### src/sv/pts_pkg.sv
`timescale 1ns / 1ps
// ----------------------------------------------------------------------------
// pts_pkg
// Shared types and codes for the priority task store.
// ----------------------------------------------------------------------------
package pts_pkg;

  localparam int CAPACITY_DEF = 64;

  localparam int ID_W   = 16;
  localparam int PRI_W  = 8;
  localparam int ENT_W  = ID_W + PRI_W;
  localparam int STAT_W = 2;

  localparam logic OP_PUSH = 1'b0;
  localparam logic OP_POP  = 1'b1;

  localparam logic [STAT_W-1:0] STAT_PUSHED = 2'd0;
  localparam logic [STAT_W-1:0] STAT_SERVED = 2'd1;
  localparam logic [STAT_W-1:0] STAT_EMPTY  = 2'd2;
  localparam logic [STAT_W-1:0] STAT_FULL   = 2'd3;

  typedef enum logic [1:0] {
    ST_IDLE,
    ST_SCAN,
    ST_SHIFT
  } state_t;

endpackage

### src/sv/priority_task_store.sv
`timescale 1ns / 1ps
// Timing: a push, and a pop on an empty store, answer in the cycle after transfer.
// A pop with tasks stored scans every stored slot, then, unless the chosen slot is
// the last one, shifts the later entries down over the read port before answering.
// Throughput: pushes one per cycle when idle; pops bound by the single read port.
// Reset: synchronous, clears task count and control; entry memory is not cleared.
// Results carry a one-cycle strobe and cannot be stalled.
// ----------------------------------------------------------------------------
// priority_task_store
// Ordered task store in one synchronous memory; pop scans for the best
// priority and shifts later entries down over the same read port.
// ----------------------------------------------------------------------------
module priority_task_store #(
  parameter int CAPACITY = pts_pkg::CAPACITY_DEF
) (
  input  logic                      clk,
  input  logic                      rst_n,
  input  logic                      start,
  output logic                      busy,
  input  logic                      in_opcode,
  input  logic [pts_pkg::ID_W-1:0]  in_task_id,
  input  logic [pts_pkg::PRI_W-1:0] in_task_priority,
  output logic                      out_valid,
  output logic [pts_pkg::STAT_W-1:0] out_status,
  output logic [pts_pkg::ID_W-1:0]  out_served_id,
  output logic [pts_pkg::PRI_W-1:0] out_served_priority
);

  localparam int AW = $clog2(CAPACITY);
  localparam int CW = $clog2(CAPACITY + 1);
  localparam int IW = pts_pkg::ID_W;
  localparam int PW = pts_pkg::PRI_W;

  logic [pts_pkg::ENT_W-1:0] mem [CAPACITY];
  logic [pts_pkg::ENT_W-1:0] rd_data_r;
  logic [AW-1:0]             rd_addr;
  logic                      wr_en;
  logic [AW-1:0]             wr_addr;
  logic [pts_pkg::ENT_W-1:0] wr_data;

  pts_pkg::state_t state_r, state_nxt;

  logic [CW-1:0] count_r, count_nxt;
  logic [AW-1:0] last_r, last_nxt;
  logic [CW-1:0] issue_idx_r, issue_idx_nxt;
  logic [CW-1:0] chk_idx_r, chk_idx_nxt;
  logic          rd_vld_r, rd_vld_nxt;
  logic [AW-1:0] best_idx_r, best_idx_nxt;
  logic [IW-1:0] best_id_r, best_id_nxt;
  logic [PW-1:0] best_pri_r, best_pri_nxt;

  logic          out_valid_r, out_valid_nxt;
  logic [pts_pkg::STAT_W-1:0] out_status_r, out_status_nxt;
  logic [IW-1:0] out_id_r, out_id_nxt;
  logic [PW-1:0] out_pri_r, out_pri_nxt;

  logic          accept;
  logic          full;
  logic          issue;
  logic          at_last;
  logic          take;
  logic [IW-1:0] cand_id;
  logic [PW-1:0] cand_pri;

  assign accept   = start && (state_r == pts_pkg::ST_IDLE);
  assign full     = (count_r == CW'(CAPACITY));
  assign issue    = (issue_idx_r <= CW'(last_r));
  assign at_last  = rd_vld_r && (chk_idx_r == CW'(last_r));
  assign cand_id  = rd_data_r[pts_pkg::ENT_W-1:PW];
  assign cand_pri = rd_data_r[PW-1:0];
  assign take     = rd_vld_r && ((chk_idx_r == '0) || (cand_pri > best_pri_r) ||
                    ((cand_pri == best_pri_r) && (chk_idx_r == CW'(last_r))));

  always_comb begin
    best_idx_nxt = best_idx_r;
    best_id_nxt  = best_id_r;
    best_pri_nxt = best_pri_r;
    if (state_r == pts_pkg::ST_SCAN && take) begin
      best_idx_nxt = chk_idx_r[AW-1:0];
      best_id_nxt  = cand_id;
      best_pri_nxt = cand_pri;
    end
  end

  // next state
  always_comb begin
    state_nxt = state_r;
    case (state_r)
      pts_pkg::ST_IDLE: begin
        if (accept && in_opcode == pts_pkg::OP_POP && count_r != '0) begin
          state_nxt = pts_pkg::ST_SCAN;
        end
      end
      pts_pkg::ST_SCAN: begin
        if (at_last) begin
          state_nxt = (best_idx_nxt == last_r) ? pts_pkg::ST_IDLE : pts_pkg::ST_SHIFT;
        end
      end
      pts_pkg::ST_SHIFT: begin
        if (at_last) begin
          state_nxt = pts_pkg::ST_IDLE;
        end
      end
      default: state_nxt = pts_pkg::ST_IDLE;
    endcase
  end

  // datapath and outputs
  always_comb begin
    rd_addr        = issue_idx_r[AW-1:0];
    wr_en          = 1'b0;
    wr_addr        = AW'(chk_idx_r - 1'b1);
    wr_data        = rd_data_r;
    count_nxt      = count_r;
    last_nxt       = last_r;
    issue_idx_nxt  = issue_idx_r;
    chk_idx_nxt    = chk_idx_r;
    rd_vld_nxt     = 1'b0;
    out_valid_nxt  = 1'b0;
    out_status_nxt = out_status_r;
    out_id_nxt     = '0;
    out_pri_nxt    = '0;
    case (state_r)
      pts_pkg::ST_IDLE: begin
        rd_addr = '0;
        if (accept) begin
          out_valid_nxt = 1'b1;
          if (in_opcode == pts_pkg::OP_PUSH) begin
            if (full) begin
              out_status_nxt = pts_pkg::STAT_FULL;
            end else begin
              wr_en          = 1'b1;
              wr_addr        = count_r[AW-1:0];
              wr_data        = {in_task_id, in_task_priority};
              count_nxt      = count_r + 1'b1;
              out_status_nxt = pts_pkg::STAT_PUSHED;
            end
          end else if (count_r == '0) begin
            out_status_nxt = pts_pkg::STAT_EMPTY;
          end else begin
            out_valid_nxt = 1'b0;
            last_nxt      = AW'(count_r - 1'b1);
            rd_vld_nxt    = 1'b1;
            chk_idx_nxt   = '0;
            issue_idx_nxt = CW'(1);
          end
        end
      end
      pts_pkg::ST_SCAN: begin
        rd_vld_nxt = issue;
        chk_idx_nxt = issue_idx_r;
        if (issue) begin
          issue_idx_nxt = issue_idx_r + 1'b1;
        end
        if (at_last) begin
          rd_vld_nxt    = 1'b0;
          issue_idx_nxt = CW'(best_idx_nxt) + 1'b1;
          if (best_idx_nxt == last_r) begin
            out_valid_nxt  = 1'b1;
            out_status_nxt = pts_pkg::STAT_SERVED;
            out_id_nxt     = best_id_nxt;
            out_pri_nxt    = best_pri_nxt;
            count_nxt      = CW'(last_r);
          end
        end
      end
      pts_pkg::ST_SHIFT: begin
        rd_vld_nxt  = issue;
        chk_idx_nxt = issue_idx_r;
        if (issue) begin
          issue_idx_nxt = issue_idx_r + 1'b1;
        end
        wr_en = rd_vld_r;
        if (at_last) begin
          rd_vld_nxt     = 1'b0;
          out_valid_nxt  = 1'b1;
          out_status_nxt = pts_pkg::STAT_SERVED;
          out_id_nxt     = best_id_r;
          out_pri_nxt    = best_pri_r;
          count_nxt      = CW'(last_r);
        end
      end
      default: begin
        rd_vld_nxt = 1'b0;
      end
    endcase
  end

  always_ff @(posedge clk) begin
    if (wr_en) begin
      mem[wr_addr] <= wr_data;
    end
    rd_data_r <= mem[rd_addr];
  end

  always_ff @(posedge clk) begin
    if (!rst_n) begin
      state_r     <= pts_pkg::ST_IDLE;
      count_r     <= '0;
      rd_vld_r    <= 1'b0;
      out_valid_r <= 1'b0;
    end else begin
      state_r     <= state_nxt;
      count_r     <= count_nxt;
      rd_vld_r    <= rd_vld_nxt;
      out_valid_r <= out_valid_nxt;
    end
  end

  always_ff @(posedge clk) begin
    last_r       <= last_nxt;
    issue_idx_r  <= issue_idx_nxt;
    chk_idx_r    <= chk_idx_nxt;
    best_idx_r   <= best_idx_nxt;
    best_id_r    <= best_id_nxt;
    best_pri_r   <= best_pri_nxt;
    out_status_r <= out_status_nxt;
    out_id_r     <= out_id_nxt;
    out_pri_r    <= out_pri_nxt;
  end

  assign busy                = (state_r != pts_pkg::ST_IDLE);
  assign out_valid           = out_valid_r;
  assign out_status          = out_status_r;
  assign out_served_id       = out_id_r;
  assign out_served_priority = out_pri_r;

endmodule

### config.mk
export PLATFORM = sky130hd
export DESIGN_NAME = priority_task_store
export DESIGN_NICKNAME = d
export VERILOG_FILES = /design/src/sv/pts_pkg.sv /design/src/sv/priority_task_store.sv
export SDC_FILE = /design/constraint.sdc
export NUM_CORES = 2
export LEC_CHECK = 0
export ABC_AREA = 1
export BUFFER_PORTS_ARGS = -buffer_cell sky130_fd_sc_hd__clkbuf_2
export CELL_PAD_IN_SITES_DETAIL_PLACEMENT = 1
export CELL_PAD_IN_SITES_GLOBAL_PLACEMENT = 1
export CORE_MARGIN = 8
export CORE_UTILIZATION = 48
export CTS_CLUSTER_DIAMETER = 200
export DETAILED_ROUTE_END_ITERATION = 7
export PLACE_DENSITY = 0.82
export SLEW_MARGIN = 15
export SYNTH_ARGS = -nofsm -noshare
export SYNTH_HDL_FRONTEND = slang
export SYNTH_SLANG_ARGS = --single-unit
### constraint.sdc
create_clock -name clk -period 4.4 [get_ports clk]
set_clock_uncertainty 0.15 [all_clocks]
set_input_delay 0.88 -clock clk [delete_from_list [all_inputs] [get_ports clk]]
set_output_delay 0.88 -clock clk [all_outputs]
set_load 0.005 [all_outputs]
; ---- Word-level counts from Yosys, hierarchy flattened
; Memories as Yosys holds them, arrays and structs flattened. A register that Yosys moved wholly into a read port is not among the register bits.
; Index checks and enable logic that the tools add are counted.
[op_classes]
n_addsub = 5
n_lt_le_gt_ge = 2
eq_ne = 16
mux = 68
n_bitwise = 1
n_reduce_logical = 23
[ops]
columns = op, count
row1 = $mux 7, 14
row2 = $mux 24, 4
row3 = $mux 16, 4
row4 = $pmux 7 s3, 2
row5 = $mux 6, 6
row6 = $mux 8, 4
row7 = $pmux 16 s2, 1
row8 = $mux 2, 11
row9 = $pmux 8 s2, 1
row10 = $mux 1, 15
row11 = $add 7x1->7 const B, 2
row12 = $logic_not 7->1, 2
row13 = $ne 2x2->1 const B, 7
row14 = $pmux 7 s2, 1
row15 = $pmux 2 s3, 2
row16 = $reduce_and 4->1, 3
row17 = $sub 6x1->6 const B, 2
row18 = $eq 8x8->1, 1
row19 = $gt 8x8->1, 1
row20 = $add 6x1->7 const B, 1
row21 = $eq 7x6->1, 1
row22 = $eq 7x7->1 const B, 1
row23 = $le 7x6->1, 1
row24 = $logic_and 1x1->1, 7
row25 = 17 further kinds, 21
[word_totals]
regBits = 87
ram_bits = 1536
input_bits = 28
wordCells = 129
mem_count = 1
[memory_table]
columns = memory, words, width, rd, rd_clocked_by_memory_dff, write_ports, line_no
row1 = mem, 64, 24, 1, 1, 1, priority_task_store.sv:34  ; logic [pts_pkg::ENT_W-1:0] mem [CAPACITY];

; ---- Longest topological paths before layout
[logic_depth]
ltp_word = 10
mapped_depth = 24

; ---- Least setup slack after synthesis
; No wires, ideal clock.
[synth_path]
path_kind = input to register
start = in start
end = mem mem[0][0] in the netlist's numbering (data pin)
setup_ns = 0.702
t_arrival_ns = 3.997
t_required_ns = 3.548
path_slack_ns = -0.449
stages = 5
n_path_buf = 2
path_cell_list = nand2_1 > nor2_1 > clkbuf_1 > clkbuf_1 > o21ai_0
[synth_between]
elab_chain_cells = 3
[synth_rtl]
columns = element, line_no
row1 = "start, declared", priority_task_store.sv:18  ; input logic start,
row2 = $logic_and 1x1->1, priority_task_store.sv:65  ; assign accept = start && (state_r == pts_pkg::ST_IDLE);
row3 = $mux 24, priority_task_store.sv:126  ; if (accept) begin
row4 = $mux 24, priority_task_store.sv:123  ; case (state_r)
row5 = net wr_data (one bit), priority_task_store.sv:39  ; logic [pts_pkg::ENT_W-1:0] wr_data;
row6 = "end, declared", priority_task_store.sv:34
; The timed path passes the listed nets, and every way through them passes these cells.

; ---- Worst setup path in the final report
[layout_path]
start = reg count_r[1]
end = mem mem[2][22] in the netlist's numbering (enable)
[layout_between]
elab_chain_cells = 7
word_cells_on_any_way = 11
cone_classes = eq/ne: 1 / mux: 10
[layout_rtl]
columns = element, line_no
row1 = "start, declared", priority_task_store.sv:43  ; logic [CW-1:0] count_r, count_nxt;
row2 = "start signal, assigned", priority_task_store.sv:204  ; count_r <= count_nxt;
row3 = $eq 7x7->1, priority_task_store.sv:66  ; assign full = (count_r == CW'(CAPACITY));
row4 = $mux 1, priority_task_store.sv:129  ; if (full) begin
row5 = $mux 1, priority_task_store.sv:128  ; if (in_opcode == pts_pkg::OP_PUSH) begin
row6 = $mux 1, priority_task_store.sv:126
row7 = $pmux 1 s2, priority_task_store.sv:123
row8 = $mux 1, priority_task_store.sv:190  ; if (wr_en) begin
row9 = $mux 1 (implied by the code), priority_task_store.sv:191  ; mem[wr_addr] <= wr_data;
; Several ways; a longest one is shown, not always the timed one.

==> results.toml <==
[timing]
slew_violations = 0
post-route-min-period_ns = 4.49
slew_headroom = 0.0817
fin_tns_setup_ns = -4.38
rsz0062_at_grt = "true"
fin_crit_sh = 1.02
setup_viol = 124
hold_ws_ns = 0.274
worstMarginPinSlew_ns = 1.36
fmaxAchievable_mhz = 223
setup_slack_ns = -0.0856
finalHoldViolCount = 0

[placement]
dp.final_hpwl_um = 121000
globalplace.congestion = 0.882
portBuffers = 55

[clocking]
numCtsBuffers = 166
postCtsSetupBuffers = 0
clock_path_buffers = 3
clk_pin_slew_ns = 0.06
cts_root_buf = "clkbuf_16"
cts_sinks = 1647
cts_tree = "built"
cts_hold_buf = 0
insertion_delay_ns = 0.83
htreeDepth = 4

[grt]
antenna_found_initial = 9
grt_remaining_overflow = 0
grt_pass1_wl_um = 313000
use_met1 = 0.347
grt_max_degree = 136
gr-max-usage-layer = "met2"
met3_usage = 0.0639
grt_pass1_vias = 47755
grt_use_total = 0.282
use_met2 = 0.454

[floorplanning]
die_x_um = 386
ios = 56
coreArea_um2 = 136000
dieArea_um2 = 149000
die_h_um = 386
start_util = 0.484
rows = 135

[run_status]
violations = "setup timing"
status = "finished, violations left"

[detailed_routing]
vias_per_cell = 6.53
detail-route-antenna-nets = 0
post_drt_wl_per_cell_um = 30.9
drt-initial-drc-count = 6432
drc = 0
drt_pass1_iterations = 5
drt-total-wl_um = 214000
vias = 45205

[setup_path]
critPathLaunchType = "register"
crit_slowest_cell = "nand2_1"
cp.arrival_ns = 4.78
reg2reg_depth = 14
rr_endpoint = "mem[2][22]"
rrSetupSlack_ns = -0.09
reg2reg_from = "count_r[1]"
cp_cell_sequence = "inv_1 > ha_1 > nand2_1 > nor3_1 > nor2_1 > inv_1 > nor2_4 > clkinv_1 > o21ai_0 > inv_1 > nor2_1 > nand2_1 > nor2_2 > buf_4"
critPathKind = "register to register"
crit_family = "simple AND/OR/NAND/NOR gates"
crit_required_ns = 4.69
cp_slowest_stage_delay_ns = 0.66
cp-end-kind = "register"
crit_buf_inv = 5
crit_top_cell = "inv_1"
cp_max_fo = 24

[logic_synthesis]
postSynthAreaPerCell_um2 = 13.3
synth_seq_area_share = 0.739
ys_ff_latch = 1647
ys.flop_type = "edfxtp_1"
syn_inst = 4950
syn-num-nets = 5002
syn-cell-area_um2 = 65700
yosysUniqueCellTypes = 42
synth_edf_count = 1558
synthArstFlopShare = 0
yosys_warnings = 0

[power_and_ir_drop]
p_leak_nw = 24.2
peakVddDrop_mv = 0.502
power_density_nw_per_um2 = 688

[worst_hold_path]
min_path_type = "input port to register"
hold_start = "rst_n"
holdPathStages = 3
min_to = "count_r[2]"

[cells_and_area]
n_fill_cell = 13075
layout_commonest_cell = "edfxtp_1"
synthToLayoutAreaGrowth_pct = 13.6
layout_common_cells = "edfxtp_1, nor2_1, o21ai_0, nand2_1"
final_layout_size_suffix_gt1_frac = 0.116
finalNetCount = 5062

[job]
cap_violations = 0
## kinds of logic after synthesis
group / synth area share
adders and majority gates: 0.00457
and+or+nand+nor: 0.0943
AOI/OAI and AO/OA: 0.132
xor gates and xnor gates: 0.00120
muxes: 0.00171
buffers and inverters: 0.0266
DFF: 0.739
## registers in the layout, summed over array words and instances (netlist names)
| signal | cells |
|---|---|
| mem | 1536 |
| rd_data_r | 24 |
| best_id_r | 16 |
| out_served_id | 16 |
| best_pri_r | 8 |
| out_served_priority | 8 |
| chk_idx_r | 7 |
| count_r | 7 |
| issue_idx_r | 7 |
| best_idx_r | 6 |
| last_r | 6 |
| out_status | 2 |
| state_r | 2 |
| out_valid | 1 |
| rd_vld_r | 1 |
## report_power, final
group	leakage (nW)	switching (mW)	internal, mW
Combinational	6.88	13.1	3.90
Sequential	14.8	0.466	20.2
Clock	2.49	6.18	7.46
Total	24.2	19.7	31.6
## per-layer routing
metal	part of all wire	up-vias
met4	0.065	2
li1	-	18794
met3	0.10	690
met5	0.000033	-
met1	0.36	22892
met2	0.47	2827
## worst reg2reg max path, stage by stage, from the launching register on
cell	delay [ns]
dfxtp_1	0.36
inv_1	0.15
ha_1	0.21
nand2_1	0.08
nor3_1	0.06
nor2_1	0.12
inv_1	0.09
nor2_4	0.18
clkinv_1	0.18
o21ai_0	0.61
inv_1	0.19
nor2_1	0.24
nand2_1	0.66
nor2_2	0.35
buf_4	0.45
## final cells by class
type	count	area, µm²	area share
Clock buffer	219	4460	0.0597
Sequential cell	1647	48600	0.651
Clock inverter	75	647	0.00867
Antenna cell	3	7.51	0.000101
Multi-Input combinational cell	2850	15700	0.211
Tap cell	1781	2230	0.0299
Timing Repair Buffer	246	2560	0.0343
Inverter	99	384	0.00515
## timing repair
action,in CTS,in global routing
resized for setup,0,2
hold endpoints to repair,0,0
endpoints found under the setup margin,0,491
## through the flow
step | util | cell area [µm²] | cells | total power, mW | setup slack, ns
after CTS | 0.550 | 74600 | 6916 | 50.7 | 0.0954
after global routing | 0.550 | 74600 | 6917 | 52.5 | -0.213
after detailed placement | 0.512 | 69500 | 6622 | 37.1 | 0.106
final | 0.550 | 74600 | 6920 | 51.3 | -0.0856
after global placement | 0.512 | 69500 | 6622 | 36.1 | 0.0526
after floorplan | - | 65700 | 4950 | 29.4 | -0.449
## synthesized netlist by cell type (3+ instances only)
| library cell | n | area (µm²) |
|---|---|---|
| a31oi_1 | 3 | 18.8 |
| nor2_1 | 1083 | 4070 |
| a21oi_1 | 46 | 230 |
| nand2_4 | 3 | 33.8 |
| nand2_1 | 254 | 953 |
| ha_1 | 24 | 300 |
| buf_2 | 19 | 95.1 |
| o32ai_1 | 192 | 1680 |
| dfxtp_1 | 89 | 1780 |
| o22ai_1 | 4 | 25.0 |
| o21bai_1 | 192 | 1440 |
| nand4_1 | 7 | 43.8 |
| nand2_2 | 4 | 25.0 |
| inv_1 | 95 | 357 |
| edfxtp_1 | 1558 | 46800 |
| nand3_1 | 180 | 901 |
| o211ai_1 | 193 | 1450 |
| buf_1 | 30 | 113 |
| xor2_1 | 7 | 61.3 |
| o311ai_0 | 193 | 1690 |
| or2_2 | 5 | 31.3 |
| nor3_1 | 9 | 45.0 |
| o21ai_0 | 424 | 2120 |
| buf_6 | 3 | 33.8 |
| mux2_2 | 10 | 113 |
| clkinv_1 | 3 | 11.3 |
| clkbuf_1 | 302 | 1130 |
## how the worst max path moves through the flow
stage	depth (start not counted)	slack (ns)	end	start
detailed placement	11	0.11	mem[6][18]	in_opcode
CTS	14	0.1	mem[6][11]	count_r[1]
finish	14	-0.09	mem[2][22]	count_r[1]
global placement	10	0.05	mem[63][20]	start
global route	14	-0.21	mem[2][22]	count_r[1]
floorplan	5	-0.45	mem[0][0]	start
Power figures use the tool's default switching activity.
